File: src/sv/tbtd_pkg.sv
// Shared types, constants and pair table for the tape block text deframer.
package tbtd_pkg;

    // Parser phases of the front end.
    typedef enum logic [2:0] {
        PH_HEADER,
        PH_TRAILER,
        PH_PAYLOAD,
        PH_ESC1,
        PH_ESC2,
        PH_DONE
    } t_phase;

    // Configuration register indexes.
    typedef enum logic [0:0] {
        REG_HEADER_SKIP  = 1'b0,
        REG_TRAILER_SKIP = 1'b1
    } t_reg_idx;

    localparam logic [7:0] C_HEADER_SKIP_RST  = 8'h36;
    localparam logic [7:0] C_TRAILER_SKIP_RST = 8'd20;
    localparam logic [7:0] C_FULL_LEN         = 8'd254;
    localparam logic [7:0] C_ESC_BYTE         = 8'h16;
    localparam logic [7:0] C_CR_BYTE          = 8'h0D;
    localparam logic [7:0] C_LF_BYTE          = 8'h0A;

    // Character queue between parser and output stage.
    localparam int C_FIFO_DEPTH = 4;
    localparam int C_FIFO_AW    = $clog2(C_FIFO_DEPTH);
    localparam int C_FIFO_CW    = $clog2(C_FIFO_DEPTH + 1);

    localparam int C_NUM_PAIRS = 14;

    typedef logic [7:0] t_byte;

    localparam t_byte C_PAIR_A [C_NUM_PAIRS] = '{
        8'h41, 8'h43, 8'h4B, 8'h41, 8'h42, 8'h43, 8'h48,
        8'h43, 8'h48, 8'h43, 8'h48, 8'h41, 8'h43, 8'h48
    };
    localparam t_byte C_PAIR_B [C_NUM_PAIRS] = '{
        8'h61, 8'h61, 8'h63, 8'h65, 8'h65, 8'h65, 8'h65,
        8'h69, 8'h69, 8'h6F, 8'h6F, 8'h75, 8'h75, 8'h75
    };
    localparam t_byte C_PAIR_C [C_NUM_PAIRS] = '{
        8'hE0, 8'hE2, 8'hE7, 8'hE8, 8'hE9, 8'hEA, 8'hEB,
        8'hEE, 8'hEF, 8'hF4, 8'hF6, 8'hF9, 8'hFB, 8'hFC
    };

    // One character written from the parser into the queue.
    typedef struct packed {
        logic  valid;
        t_byte data;
    } t_char_wr;

    // Map an escape pair to its accented code; an unmatched pair gives its first byte.
    function automatic t_byte pair_decode(input t_byte first, input t_byte second);
        t_byte code;
        code = first;
        for (int k = C_NUM_PAIRS - 1; k >= 0; k--) begin
            if (C_PAIR_A[k] == first && C_PAIR_B[k] == second) begin
                code = C_PAIR_C[k];
            end
        end
        return code;
    endfunction

endpackage

File: src/sv/tbtd_front.sv
// Front end: accept tape bytes, track framing, decode escapes into characters.
module tbtd_front (
    input  logic              i_clk,
    input  logic              i_rst_n,
    input  logic              i_accept,
    input  logic [7:0]        i_in_byte,
    input  logic              i_file_start,
    input  logic [7:0]        i_header_skip,
    input  logic [7:0]        i_trailer_skip,
    output tbtd_pkg::t_char_wr o_char
);

    tbtd_pkg::t_phase r_phase, n_phase;
    logic [7:0]       r_skip_count, n_skip_count;
    logic [7:0]       r_remaining, n_remaining;
    logic             r_full_block, n_full_block;
    logic [7:0]       r_escape_first, n_escape_first;

    tbtd_pkg::t_phase c_phase;
    logic [7:0]       c_skip_count;
    logic [7:0]       c_remaining;
    logic             c_full_block;
    logic [7:0]       c_escape_first;
    logic [7:0]       w_limit;
    logic [7:0]       w_len_rem;
    tbtd_pkg::t_phase w_end_phase;

    always_ff @(posedge i_clk) begin
        if (!i_rst_n) begin
            r_phase        <= tbtd_pkg::PH_HEADER;
            r_skip_count   <= '0;
            r_remaining    <= '0;
            r_full_block   <= 1'b0;
            r_escape_first <= '0;
        end else begin
            r_phase        <= n_phase;
            r_skip_count   <= n_skip_count;
            r_remaining    <= n_remaining;
            r_full_block   <= n_full_block;
            r_escape_first <= n_escape_first;
        end
    end

    always_comb begin
        // restart the parser on the first byte of a new image
        c_phase        = i_file_start ? tbtd_pkg::PH_HEADER : r_phase;
        c_skip_count   = i_file_start ? 8'd0 : r_skip_count;
        c_remaining    = i_file_start ? 8'd0 : r_remaining;
        c_full_block   = i_file_start ? 1'b0 : r_full_block;
        c_escape_first = i_file_start ? 8'd0 : r_escape_first;

        w_limit     = (c_phase == tbtd_pkg::PH_HEADER) ? i_header_skip : i_trailer_skip;
        w_end_phase = c_full_block ? tbtd_pkg::PH_TRAILER : tbtd_pkg::PH_DONE;
        if (i_in_byte == 8'd0) begin
            w_len_rem = tbtd_pkg::C_FULL_LEN;
        end else if (i_in_byte >= 8'd2) begin
            w_len_rem = i_in_byte - 8'd2;
        end else begin
            w_len_rem = 8'd0;
        end

        n_phase        = r_phase;
        n_skip_count   = r_skip_count;
        n_remaining    = r_remaining;
        n_full_block   = r_full_block;
        n_escape_first = r_escape_first;
        o_char.valid   = 1'b0;
        o_char.data    = i_in_byte;

        if (i_accept) begin
            n_phase        = c_phase;
            n_skip_count   = c_skip_count;
            n_remaining    = c_remaining;
            n_full_block   = c_full_block;
            n_escape_first = c_escape_first;
            case (c_phase)
                tbtd_pkg::PH_HEADER, tbtd_pkg::PH_TRAILER: begin
                    if (c_skip_count < w_limit) begin
                        n_skip_count = c_skip_count + 8'd1;
                    end else begin
                        // length byte
                        n_full_block = (i_in_byte == 8'd0);
                        n_remaining  = w_len_rem;
                        n_phase      = (w_len_rem == 8'd0) ? tbtd_pkg::PH_DONE
                                                           : tbtd_pkg::PH_PAYLOAD;
                    end
                end
                tbtd_pkg::PH_PAYLOAD: begin
                    if (i_in_byte == tbtd_pkg::C_ESC_BYTE) begin
                        n_phase = tbtd_pkg::PH_ESC1;
                    end else begin
                        o_char.valid = 1'b1;
                        n_remaining  = c_remaining - 8'd1;
                        if (c_remaining == 8'd1) begin
                            n_phase      = w_end_phase;
                            n_skip_count = 8'd0;
                        end
                    end
                end
                tbtd_pkg::PH_ESC1: begin
                    n_escape_first = i_in_byte;
                    n_phase        = tbtd_pkg::PH_ESC2;
                end
                tbtd_pkg::PH_ESC2: begin
                    o_char.valid = 1'b1;
                    o_char.data  = tbtd_pkg::pair_decode(c_escape_first, i_in_byte);
                    n_remaining  = (c_remaining >= 8'd3) ? c_remaining - 8'd3 : 8'd0;
                    if (c_remaining <= 8'd3) begin
                        n_phase      = w_end_phase;
                        n_skip_count = 8'd0;
                    end else begin
                        n_phase = tbtd_pkg::PH_PAYLOAD;
                    end
                end
                default: begin
                    n_phase = tbtd_pkg::PH_DONE;
                end
            endcase
        end
    end

endmodule

File: src/sv/tbtd_fifo.sv
// Short character queue between the parser and the output stage.
module tbtd_fifo (
    input  logic               i_clk,
    input  logic               i_rst_n,
    input  tbtd_pkg::t_char_wr i_wr,
    input  logic               i_rd,
    output logic [7:0]         o_rd_data,
    output logic               o_full,
    output logic               o_empty
);

    logic [7:0]                     r_mem [tbtd_pkg::C_FIFO_DEPTH];
    logic [tbtd_pkg::C_FIFO_AW-1:0] r_wr_ptr;
    logic [tbtd_pkg::C_FIFO_AW-1:0] r_rd_ptr;
    logic [tbtd_pkg::C_FIFO_CW-1:0] r_count;
    logic                           w_wr;
    logic                           w_rd;

    assign o_full    = (r_count == tbtd_pkg::C_FIFO_CW'(tbtd_pkg::C_FIFO_DEPTH));
    assign o_empty   = (r_count == '0);
    assign w_wr      = i_wr.valid && !o_full;
    assign w_rd      = i_rd && !o_empty;
    assign o_rd_data = r_mem[r_rd_ptr];

    always_ff @(posedge i_clk) begin
        if (w_wr) begin
            r_mem[r_wr_ptr] <= i_wr.data;
        end
    end

    always_ff @(posedge i_clk) begin
        if (!i_rst_n) begin
            r_wr_ptr <= '0;
            r_rd_ptr <= '0;
            r_count  <= '0;
        end else begin
            if (w_wr) begin
                r_wr_ptr <= (r_wr_ptr == tbtd_pkg::C_FIFO_AW'(tbtd_pkg::C_FIFO_DEPTH - 1))
                          ? '0 : r_wr_ptr + 1'b1;
            end
            if (w_rd) begin
                r_rd_ptr <= (r_rd_ptr == tbtd_pkg::C_FIFO_AW'(tbtd_pkg::C_FIFO_DEPTH - 1))
                          ? '0 : r_rd_ptr + 1'b1;
            end
            case ({w_wr, w_rd})
                2'b10:   r_count <= r_count + 1'b1;
                2'b01:   r_count <= r_count - 1'b1;
                default: r_count <= r_count;
            endcase
        end
    end

endmodule

File: src/sv/tbtd_back.sv
// Back end: output register that expands CR into CR LF and marks the last byte.
module tbtd_back (
    input  logic       i_clk,
    input  logic       i_rst_n,
    input  logic [7:0] i_char,
    input  logic       i_char_empty,
    output logic       o_char_rd,
    input  logic       i_pop,
    output logic       o_empty,
    output logic [7:0] o_out_byte,
    output logic       o_last
);

    logic       r_valid, n_valid;
    logic [7:0] r_byte, n_byte;
    logic       r_last, n_last;
    logic       r_lf_pend, n_lf_pend;
    logic       w_free;

    always_ff @(posedge i_clk) begin
        if (!i_rst_n) begin
            r_valid   <= 1'b0;
            r_lf_pend <= 1'b0;
        end else begin
            r_valid   <= n_valid;
            r_lf_pend <= n_lf_pend;
        end
    end

    always_ff @(posedge i_clk) begin
        r_byte <= n_byte;
        r_last <= n_last;
    end

    always_comb begin
        w_free    = !r_valid || i_pop;
        n_valid   = r_valid;
        n_byte    = r_byte;
        n_last    = r_last;
        n_lf_pend = r_lf_pend;
        o_char_rd = 1'b0;
        if (w_free) begin
            if (r_lf_pend) begin
                // the LF owed to the CR just transferred
                n_valid   = 1'b1;
                n_byte    = tbtd_pkg::C_LF_BYTE;
                n_last    = 1'b1;
                n_lf_pend = 1'b0;
            end else if (!i_char_empty) begin
                o_char_rd = 1'b1;
                n_valid   = 1'b1;
                n_byte    = i_char;
                n_last    = (i_char != tbtd_pkg::C_CR_BYTE);
                n_lf_pend = (i_char == tbtd_pkg::C_CR_BYTE);
            end else begin
                n_valid = 1'b0;
            end
        end
    end

    assign o_empty    = !r_valid;
    assign o_out_byte = r_byte;
    assign o_last     = r_last;

endmodule

File: src/sv/tape_block_text_deframer_top.sv
// Top level of the tape block text deframer: config registers, front, queue, back.
//
//  channel  | direction | handshake            | payload
//  ---------+-----------+----------------------+---------------------------
//  input    | in        | push / full          | i_in_byte, i_file_start
//  result   | out       | empty / pop          | o_out_byte, o_last
//  config   | in        | i_cfg_we (no wait)   | i_cfg_idx, i_cfg_data
//
// One tape byte is taken per cycle while full is low; the parser classifies it
// in the cycle it is transferred and writes at most one character into a
// four-entry queue. The output register delivers one byte per cycle while pop
// is high and empty is low; a CR yields two output bytes (CR then LF), absorbed
// by the queue. Reset is synchronous and active low: parser at header phase,
// queue and output register empty, skip registers at 54 and 20. full rises
// only when the queue is full; the output side stalls by holding pop low.
module tape_block_text_deframer_top (
    input  logic       i_clk,
    input  logic       i_rst_n,
    // tape byte channel
    input  logic       push,
    output logic       full,
    input  logic [7:0] i_in_byte,
    input  logic       i_file_start,
    // text byte channel
    output logic       empty,
    input  logic       pop,
    output logic [7:0] o_out_byte,
    output logic       o_last,
    // configuration writes
    input  logic       i_cfg_we,
    input  logic       i_cfg_idx,
    input  logic [7:0] i_cfg_data
);

    logic [7:0]         r_header_skip;
    logic [7:0]         r_trailer_skip;
    logic               w_accept;
    tbtd_pkg::t_char_wr w_char_wr;
    logic [7:0]         w_char;
    logic               w_char_empty;
    logic               w_char_full;
    logic               w_char_rd;

    // Skip lengths; the user sends writes only while the block is idle, unchecked.
    always_ff @(posedge i_clk) begin
        if (!i_rst_n) begin
            r_header_skip  <= tbtd_pkg::C_HEADER_SKIP_RST;
            r_trailer_skip <= tbtd_pkg::C_TRAILER_SKIP_RST;
        end else if (i_cfg_we) begin
            case (tbtd_pkg::t_reg_idx'(i_cfg_idx))
                tbtd_pkg::REG_HEADER_SKIP:  r_header_skip  <= i_cfg_data;
                tbtd_pkg::REG_TRAILER_SKIP: r_trailer_skip <= i_cfg_data;
                default: ;
            endcase
        end
    end

    // A tape byte transfers whenever the queue has room for its character.
    assign full     = w_char_full;
    assign w_accept = push && !w_char_full;

    tbtd_front u_front (
        .i_clk          (i_clk),
        .i_rst_n        (i_rst_n),
        .i_accept       (w_accept),
        .i_in_byte      (i_in_byte),
        .i_file_start   (i_file_start),
        .i_header_skip  (r_header_skip),
        .i_trailer_skip (r_trailer_skip),
        .o_char         (w_char_wr)
    );

    tbtd_fifo u_fifo (
        .i_clk     (i_clk),
        .i_rst_n   (i_rst_n),
        .i_wr      (w_char_wr),
        .i_rd      (w_char_rd),
        .o_rd_data (w_char),
        .o_full    (w_char_full),
        .o_empty   (w_char_empty)
    );

    tbtd_back u_back (
        .i_clk        (i_clk),
        .i_rst_n      (i_rst_n),
        .i_char       (w_char),
        .i_char_empty (w_char_empty),
        .o_char_rd    (w_char_rd),
        .i_pop        (pop),
        .o_empty      (empty),
        .o_out_byte   (o_out_byte),
        .o_last       (o_last)
    );

    // The parser writes a character only for a transferred tape byte.
    a_char_only_on_accept: assert property (@(posedge i_clk) disable iff (!i_rst_n)
        w_char_wr.valid |-> w_accept)
        else $error("character written without a tape byte transfer");

    // A transferred CR is followed by its LF, which closes the input byte.
    a_cr_then_lf: assert property (@(posedge i_clk) disable iff (!i_rst_n)
        (pop && !empty && o_out_byte == tbtd_pkg::C_CR_BYTE && !o_last)
        |=> (!empty && o_out_byte == tbtd_pkg::C_LF_BYTE && o_last))
        else $error("CR not followed by LF");

    // Reset leaves the output side empty.
    a_empty_after_reset: assert property (@(posedge i_clk)
        !i_rst_n |=> empty)
        else $error("result present right after reset");

endmodule
File: config.mk
export PLATFORM = sky130hd
export DESIGN_NAME = tape_block_text_deframer_top
export DESIGN_NICKNAME = d
export VERILOG_FILES = /design/src/sv/tbtd_pkg.sv /design/src/sv/tbtd_front.sv /design/src/sv/tbtd_fifo.sv /design/src/sv/tbtd_back.sv /design/src/sv/tape_block_text_deframer_top.sv
export SDC_FILE = /design/constraint.sdc
export NUM_CORES = 1
export LEC_CHECK = 0
export BUFFER_PORTS_ARGS = -buffer_cell sky130_fd_sc_hd__buf_2
export CAP_MARGIN = 20
export CORE_ASPECT_RATIO = 1.4
export CORE_MARGIN = 2
export CORE_UTILIZATION = 40
export CTS_BUF_LIST = sky130_fd_sc_hd__clkbuf_4
export CTS_CLUSTER_DIAMETER = 40
export CTS_CLUSTER_SIZE = 28
export DETAILED_ROUTE_END_ITERATION = 10
export HOLD_SLACK_MARGIN = 0.06
export PLACE_DENSITY = 0.58
export SLEW_MARGIN = 40
export SYNTH_ARGS = -nofsm -noshare
export SYNTH_HDL_FRONTEND = slang
export SYNTH_SLANG_ARGS = --single-unit
File: constraint.sdc
create_clock -name i_clk -period 4.65 [get_ports i_clk]
set_input_delay 0.6975 -clock i_clk [delete_from_list [all_inputs] [get_ports i_clk]]
set_output_delay 0.6975 -clock i_clk [all_outputs]
set_load 0.05 [all_outputs]
## Word-level counts from Yosys, hierarchy flattened

Memories as Yosys holds them, arrays and structs flattened. A register that Yosys moved wholly into a read port is not among the register bits.
Index checks and enable logic that the tools add are counted.

- Add/sub/neg operators: 8
- Magnitude comparators: 4
- Equality and inequality tests: 25
- Muxes and demuxes: 60
- Bitwise logic cells: 1
- Reductions and logical operators: 30

Operators by type and width:

| operator | count |
|---|---|
| 2-to-1 mux 8 bit | 30 |
| == test 7 x 8 -> 1 bit, first input constant | 11 |
| case mux 8 bit (3 select lines) | 2 |
| 2-to-1 mux 3 bit | 7 |
| logical AND 1 bit | 17 |
| >= comparator 8 x 2 -> 1 bit, second input constant | 2 |
| zero test 8 bit | 2 |
| subtractor 8 x 2 -> 8 bit, second input constant | 2 |
| 2-to-1 mux 1 bit | 13 |
| case mux 3 bit (4 select lines) | 1 |
| 2-to-1 mux 9 bit | 1 |
| adder 8 x 1 -> 8 bit, second input constant | 1 |
| == test 8 x 1 -> 1 bit, second input constant | 1 |
| == test 8 x 4 -> 1 bit, second input constant | 1 |
| == test 8 x 5 -> 1 bit, second input constant | 1 |
| <= comparator 8 x 2 -> 1 bit, second input constant | 1 |
| < comparator 8 bit | 1 |
| 2-to-1 mux 2 bit | 4 |
| inequality test 8 x 4 -> 1 bit, second input constant | 1 |
| subtractor 8 x 1 -> 8 bit, second input constant | 1 |
| == test 2 bit, second input constant | 3 |
| == test 3 x 2 -> 1 bit, second input constant | 2 |
| == test 3 bit, second input constant | 2 |
| zero test 3 bit | 2 |
| 14 further kinds | 19 |

- Bits in registers: 62
- Memory bits (writable): 32
- Input port bits: 23
- Word-level logic and storage cells: 143
- Memories kept: 1

Memories:

| memory | depth | width | rd ports | clocked after memory_dff | write ports | line | text |
|---|---|---|---|---|---|---|---|
| u_fifo.r_mem | 4 | 8 | 1 | 1 | 1 | tbtd_fifo.sv:12 | `logic [7:0] r_mem [tbtd_pkg::C_FIFO_DEPTH];` |

## Depth between registers and ports, before layout

Gate-level depths: netlist of the first run.

- Depth in word-level cells: 22
- Depth in mapped cells: 12
- Mapped depth without buffers: 11

## Modules after synthesis

Synthesis of the first run repeated with hierarchy kept, for this count alone.

- Cells, all modules: 639
- Area total of the unflattened synthesis: 5,809.3 um2

Modules (own cells, without submodules):

| module | instances | cells an instance | area each (um2) | sequential area each (um2) |
|---|---|---|---|---|
| tbtd_front | 1 | 437 | 3,032.9 | 560.5 |
| tbtd_fifo | 1 | 98 | 1,644.1 | 1,141.1 |
| tape_block_text_deframer_top | 1 | 69 | 680.7 | 320.3 |
| tbtd_back | 1 | 35 | 451.7 | 310.3 |

## Worst setup path after synthesis of the first run

OpenSTA, ideal clock, no wires.

- Path type: in2reg
- Start point: in i_file_start
- End point: reg u_front.r_skip_count[7]
- Setup time: 0.074 ns
- Data arrival time: 3.421 ns
- Data required time: 4.576 ns
- Setup slack: 1.155 ns
- Cell stages on the path: 11
- Path buffers: 3
- Cell sequence: buf_2 -> clkbuf_1 -> clkbuf_1 -> nor2b_1 -> ha_1 -> nand4_1 -> nor4b_1 -> a211o_1 -> or3_4 -> or4_1 -> a31oi_1

- Longest elaborated chain between the ends: 6
- Elaborated cells between the ends (all ways): 18

RTL lines:

| element | line | text |
|---|---|---|
| from (decl) | tape_block_text_deframer_top.sv:23 | `input logic i_file_start,` |
| 2-to-1 mux 3 bit | tbtd_front.sv:46 | `c_phase = i_file_start ? tbtd_pkg::PH_HEADER : r_phase;` |
| zero test 3 bit | tbtd_front.sv:52, tbtd_front.sv:76 |  |
| 2-to-1 mux 8 bit | tbtd_front.sv:52 | `w_limit = (c_phase == tbtd_pkg::PH_HEADER) ? i_header_skip : i_trailer_skip;` |
| < comparator 8 bit | tbtd_front.sv:78 | `if (c_skip_count < w_limit) begin` |
| 2-to-1 mux 8 bit | tbtd_front.sv:78 |  |
| case mux 8 bit (3 select lines) (*) | tbtd_front.sv:76 | `case (c_phase)` |
| to (signal assigned) | tbtd_front.sv:37 | `r_skip_count <= n_skip_count;` |
| to (decl) | tbtd_front.sv:14 | `logic [7:0] r_skip_count, n_skip_count;` |

Every way passes the cells marked *; elsewhere a longest branch is shown, timed or not.
A chain may end at the register's enable or synchronous reset.

## Final worst setup path of the first run

- Start point: in i_file_start
- End point: reg u_front.r_skip_count[2]

Same word-level chain as after synthesis.

==> run summary, run 1 <==
Num ports -> 34
Max Transition Viols Final -> 0
Switching power share of the total -> 37.8%
Worst path arrival time -> 4240 ps
Clock root buffer -> clkbuf_4
Crit path capture type -> flop
Insertion delay to the later sink of the worst-skew pair -> 450 ps
Total setup buffers inserted after CTS -> 0
Routed wirelength normalized by instance count -> 17.6 um
Setup repair after global routing missed its margin -> no
Clock tree from TritonCTS -> done
Gates resized, CTS repair -> 0
Post-synthesis sequential area ratio -> 41.0%
Cell Count Post-Placement -> 828
Number of instances in the synthesized netlist -> 637
Share of synthesized area spent on multiplexers -> 6.33%
Achievable Freq -> 258 MHz
Count of different cell masters after synthesis -> 72
Internal power -> 1420 uW
Via count of the first global-routing pass -> 4914
Shortest period the worst path allows -> 3870 ps
Clock power frac -> 19.7%
Total standard cell area after synthesis -> 5690 um^2
Number of hold violations in the final report -> 0
Cell chain of the critical path -> buf_2, clkinv_1, o21ai_1, nand2_1, mux2i_1, ha_1, a21oi_1, o21ai_0, a211oi_1, nand2_2, or4b_2, o21ai_0
Cell family with the largest share of critical-path delay -> simple AND/OR/NAND/NOR gates
Fin util -> 44.1%
Final total negative setup slack -> 0 ps
Cell area after placement -> 6000 um^2
Startpoint types -> input pin
EDFF count, synth -> 41
Diodes inserted -> 0
Chip Width -> 105 um
Share of total power in combinational logic -> 33.7%
Max rail drop VDD -> 0.193 mV
Net total in the final layout -> 696
Slew Limit Headroom -> 52.2%
Number of antenna violations at the first check in global routing -> 0
Number of buffers added by the clock tree synthesis step -> 9
First-iteration detailed-routing DRC count -> 263
Routed via count -> 4988
Pin count of the biggest net entering global routing -> 33
Count of filler cells inserted in the layout -> 1407
Category of the critical setup timing path -> input pin to flop
Final weighted congestion in routability-driven placement -> 0.884
Clock Skews -> 24.9 ps
Final Cell Area -> 6140 um^2
Type of the most critical hold path -> input pin to flop
Combined area of the multi-input logic cells -> 3130 um^2
Total number of placement rows -> 51
Register bit total from synthesis -> 96
H-tree level count -> 3
Post-layout total power -> 2280 uW
Proportion of synthesized flip-flops having asynchronous set or reset -> 0%
Critical path data required time -> 5020 ps
Wirelength, routed -> 14800 um
Total congestion overflow after global routing -> 0
Overall Global Routing Usage -> 19.9%
Standard cell with the maximum stage delay on the critical path -> or4b_2
YS warnings -> 0
Xor and xnor fraction of the mapped netlist area -> 1.54%
Count of final setup violators -> 0
Ratio of cells with drive above 1 in the final layout -> 12.9%
Die area -> 15200 um^2
Post-Synth Simple-Gate Area -> 23.6%
Syn_nets -> 679
Buffers & Inverters on Critical Path -> 2
Cell area power density -> 371 nW/um^2
GR Layer Usage met2 -> 36.2%
First-pass GRT wire length -> 24500 um
Die boundary height -> 145 um
Buffers added on ports -> 33
Number of max-cap violations -> 0
Cell mode on critical path -> o21ai_0
Clock-pin slew on the worst setup and hold paths -> 150 ps
CP Max Fanout -> 12
Max clock buf depth -> 2
Met3 layer usage reported by global route -> 2.79%
Floorplan Core Area -> 13900 um^2
Fraction of the mapped netlist area in adder cells -> 4.31%
Initial standard-cell utilization of the core -> 40.9%
Drt first pass iters -> 5
Status -> completed
Net switching component of the power -> 862 uW
Drt via density -> 5.91
Delay of the slowest cell on the worst path -> 650 ps
Area growth from synthesis to layout -> 7.89%
Flop pwr share -> 46.7%
Remaining design rule violation count -> 0
Global route hottest layer -> met2
Static Leak -> 0.00220 uW
Most used flip-flop cell after synthesis -> dfxtp_1
Main combinational cell family by area after synthesis -> simple AND/OR/NAND/NOR gates
Detailed-placement wirelength estimate -> 11100 um
Average size of a mapped cell -> 8.93 um^2
Sequential Area -> 2330 um^2
Number of clock sinks -> 96
Post-synthesis compound-gate area fraction -> 19.2%
Transition time of the tightest slew-check pin -> 711 ps
Number of hold buffers added after CTS -> 0
Post-route insts no fill -> 844
Portion of the clock cycle consumed by the worst path in the final layout -> 83.2%
Post-route ant nets -> 0
Met1 track demand over resource in global routing -> 22.8%
-- tightest hold or removal path, stage by stage --
cell	delay, ps
buf_2	90
nand2_1	40
nand3_1	60
-- placed cells by master (no fill, tap or decap), types with 5 or more instances in the layout --
cell       n
a211oi_1   5
a21o_1     5
a21oi_1   42
a22oi_1    9
a31oi_1    7
and2_1     6
buf_2     33
buf_4      7
clkbuf_4   9
dfxtp_1   55
edfxtp_1  41
ha_1      18
inv_1     23
mux2i_1   18
mux4_2     8
nand2_1   92
nand3_1   23
nand4_1    9
nor2_1    55
nor2b_1   19
nor3_1    14
nor3b_1    5
nor4_1     5
o211ai_1   5
o21ai_0   30
o31ai_1    5
or3_1      7
xnor2_1    5
xor2_1     5
-- synthesized netlist by cell type, drive strengths merged, types with 6 or more instances --
cell type  number  area, um^2
edfxtp         41        1230
and2            6        37.5
nand4           9        56.3
a22oi           9        67.6
a21oi          42         210
buf            10        52.6
or3             8        55.1
nand3          23         115
a31oi           7        43.8
mux4            8         180
nor2b          19         119
inv            23        86.3
nand2          93         352
nor4            6        37.5
nor2           55         206
mux2i          18         180
ha             18         225
dfxtp          55        1100
nor3           17         113
clkbuf         24        90.1
o21ai          32         160
-- cell families after synthesis --
logic type | count (synthesis)
xor gates and xnor gates | 10
muxes | 26
and+or+nand+nor | 268
DFF | 96
buffers and inverters | 58
adders and majority gates | 19
AOI/OAI and AO/OA | 160
-- flip-flops by register name, indices dropped and copies added (netlist names), 3 cells and up, named ones only --
register,flops
u_back.o_out_byte,8
u_fifo.r_mem,32
u_front.r_phase,3
u_front.r_remaining,8
u_fifo.r_count,3
u_front.r_skip_count,8
u_front.r_escape_first,8
r_header_skip,8
r_trailer_skip,8
-- stage by stage --
step                      setup WS [ps]  hold slack, ps
final                               781             469
after global routing                532             445
after CTS                           812             444
after detailed placement            334             453
after global placement              508             452
after floorplan                    1160             432
-- routing by layer --
| metal | wire length [um] | vias to the layer above | share of wire (%) |
|---|---|---|---|
| met5 | 0 | - | 0 |
| met4 | 501 | 0 | 3.4 |
| met3 | 681 | 43 | 4.6 |
| met2 | 7770 | 167 | 52 |
| met1 | 5880 | 2386 | 40 |
| li1 | - | 2392 | - |
-- power by group through the flow --
stage	combinational, uW	clock, uW	sequential (uW)
after global routing	836	498	1080
final	767	449	1060
after floorplan	487	0	1180
after CTS	770	468	1070
after global placement	750	0	1090
after detailed placement	768	0	1080
-- area by class of cell --
type / count / area share (%)
sequential: 96 / 38.0
timing repair buffer: 40 / 3.55
inverter: 24 / 1.47
tap: 185 / 3.77
multi-input combinational: 483 / 51.0
clock buffer: 9 / 1.10
clock inverter: 7 / 1.12
-- final timing paths --
path         slack, ps                 endpoint  depth (start not counted)               start
max                780  u_front.r_skip_count[2]                         12        i_file_start
min reg2reg        470        r_trailer_skip[1]                          2   r_trailer_skip[1]
max reg2reg        920  u_front.r_skip_count[2]                         10  u_front.r_phase[2]
min                470        r_trailer_skip[4]                          3       i_cfg_data[4]
(Power assumes the default switching activity.)
==> run 2: changes to the inputs <==
Clock period 4.65 ns to 3.8 ns, I/O delays scaled along.
==> run 2 against run 1 <==
  * Total power up 22%
  * Worst setup slack got worse by 410 ps
  * Hold slack worse by 130 ps
  * Utilization grew 0.32 points
  * Critical path depth decreased by 2
  * Die area unchanged
  * Count of clock-buffer cells in the layout did not move
  * Sequential cell count unchanged
  * Critical endpoint is now u_front.r_skip_count[7]
  * Largest cell class unchanged
==> run summary, run 2 (synthesis results as in run 1) <==
Least setup slack across all paths after layout -> 374 ps
Insertion delay to the later sink of the worst-skew pair -> 450 ps
Number of stages on the worst setup path -> 10
Count of final setup violators -> 0
Clock tree from TritonCTS -> done
Die boundary height -> 145 um
Switching power share of the total -> 39.3%
Max clock buf depth -> 2
Reg with most FFs -> u_fifo.r_mem
Portion of the clock cycle consumed by the worst path in the final layout -> 90.2%
Area growth from synthesis to layout -> 8.69%
Die area -> 15200 um^2
Drt first pass iters -> 5
Ratio of cells with drive above 1 in the final layout -> 13.8%
Category of the critical setup timing path -> flop to flop
Clock power frac -> 19.1%
Final weighted congestion in routability-driven placement -> 0.870
Net switching component of the power -> 1090 uW
Via count of the first global-routing pass -> 4951
Cell area power density -> 450 nW/um^2
Pin count of the biggest net entering global routing -> 43
Chip Width -> 105 um
First-iteration detailed-routing DRC count -> 297
Number of hold violations in the final report -> 0
Clock-pin slew on the worst setup and hold paths -> 170 ps
Detailed-placement wirelength estimate -> 11000 um
Total congestion overflow after global routing -> 0
Cell family with the largest share of critical-path delay -> simple AND/OR/NAND/NOR gates
First-pass GRT wire length -> 24200 um
Delay of the slowest cell on the worst path -> 600 ps
Startpoint types -> flop
Share of total power in combinational logic -> 34.4%
Floorplan Core Area -> 13900 um^2
Routed via count -> 4973
Critical path data required time -> 4190 ps
Initial standard-cell utilization of the core -> 40.9%
Max reg flops -> 32
Number of max-cap violations -> 0
Number of clock sinks -> 96
Drt via density -> 5.84
Net total in the final layout -> 703
Cell Count Post-Placement -> 835
Transition time of the tightest slew-check pin -> 709 ps
Internal power -> 1690 uW
Flop pwr share -> 46.5%
Num ports -> 34
Cell area after placement -> 6050 um^2
Static Leak -> 0.00223 uW
Count of filler cells inserted in the layout -> 1436
Number of hold buffers added after CTS -> 0
Buffers added on ports -> 33
Wirelength, routed -> 14800 um
Clock root buffer -> clkbuf_4
Crit path capture type -> flop
Max Transition Viols Final -> 0
Clock Skews -> 19.7 ps
Shortest period the worst path allows -> 3430 ps
R2R depth -> 10
Final total negative setup slack -> 0 ps
Overall Global Routing Usage -> 19.6%
Status -> completed
Setup repair after global routing missed its margin -> no
Placement Setup Slack -> 163 ps
Post-route insts no fill -> 852
Minimum setup slack among reg-to-reg paths -> 370 ps
CP Max Fanout -> 10
Buffers & Inverters on Critical Path -> 0
Routed wirelength normalized by instance count -> 17.3 um
Gates resized, CTS repair -> 0
Worst path arrival time -> 3820 ps
Remaining design rule violation count -> 0
Cell chain of the critical path -> o21ai_1, nand2_1, mux2i_1, ha_1, a21oi_1, o21ai_0, a211o_1, or3_4, or4_1, a31oi_1
Max rail drop VDD -> 0.292 mV
Leading cell type in the layout, fill and taps excluded -> nand2_1
Post-route ant nets -> 0
Number of antenna violations at the first check in global routing -> 1
Standard cell with the maximum stage delay on the critical path -> dfxtp_1
Final Cell Area -> 6180 um^2
Total number of placement rows -> 51
H-tree level count -> 3
Number of buffers added by the clock tree synthesis step -> 9
Total setup buffers inserted after CTS -> 0
Highest-count cells in the layout ignoring fill and taps -> nand2_1 (92), nor2_1 (55), dfxtp_1 (55)
Type of the most critical hold path -> input pin to flop
Achievable Freq -> 292 MHz
Slew Limit Headroom -> 52.4%
Number of cells on the worst hold path -> 3
==> run 2: worst min-delay path, cell delays in order <==
cell,delay [ps]
buf_2,90
nand2_1,50
nand3_1,70
==> run 2: path summary, 6_finish.rpt <==
check | from | endpoint
setup / recovery | u_front.r_phase[1] | u_front.r_skip_count[7]
hold / removal | i_cfg_data[4] | r_trailer_skip[4]
setup reg to reg | u_front.r_phase[1] | u_front.r_skip_count[7]
hold reg to reg | r_trailer_skip[5] | r_trailer_skip[5]
==> run 2: final cells by class <==
type                    instances  area [um^2]  area share (%)
repair buffers                 47          270            4.37
clock inverters                 7         60.1           0.971
well taps                     185          231            3.74
inverters                      24         90.1            1.46
diodes                          1         2.50          0.0405
clock buffers                   9         67.6            1.09
flip-flops and latches         96         2330            37.7
multi-input cells             483         3130            50.6
==> run 2: power by group through the flow <==
stage                     logic, uW  registers [uW]  clock network, uW
after floorplan                 596            1440                  0
after global placement          935            1320                  0
after detailed placement        953            1320                  0
after CTS                       955            1300                555
after global routing           1040            1310                598
final                           957            1290                532
==> run 2: metrics by stage <==
step                      util [%]  hold WS, ps  total power, uW
final                         44.5          338             2780
after global routing          44.5          282             2940
after CTS                     44.4          299             2810
after detailed placement      43.5          456             2270
after global placement        43.5          455             2250
after floorplan                  -          432             2040
==> run 2: layer usage <==
metal	GRT usage [%]	vias up	routed length [um]
met4	9.80	0	545
met5	0	-	0
met2	34.7	152	7600
met1	22.6	2364	5980
li1	-	2411	-
met3	3.28	46	644
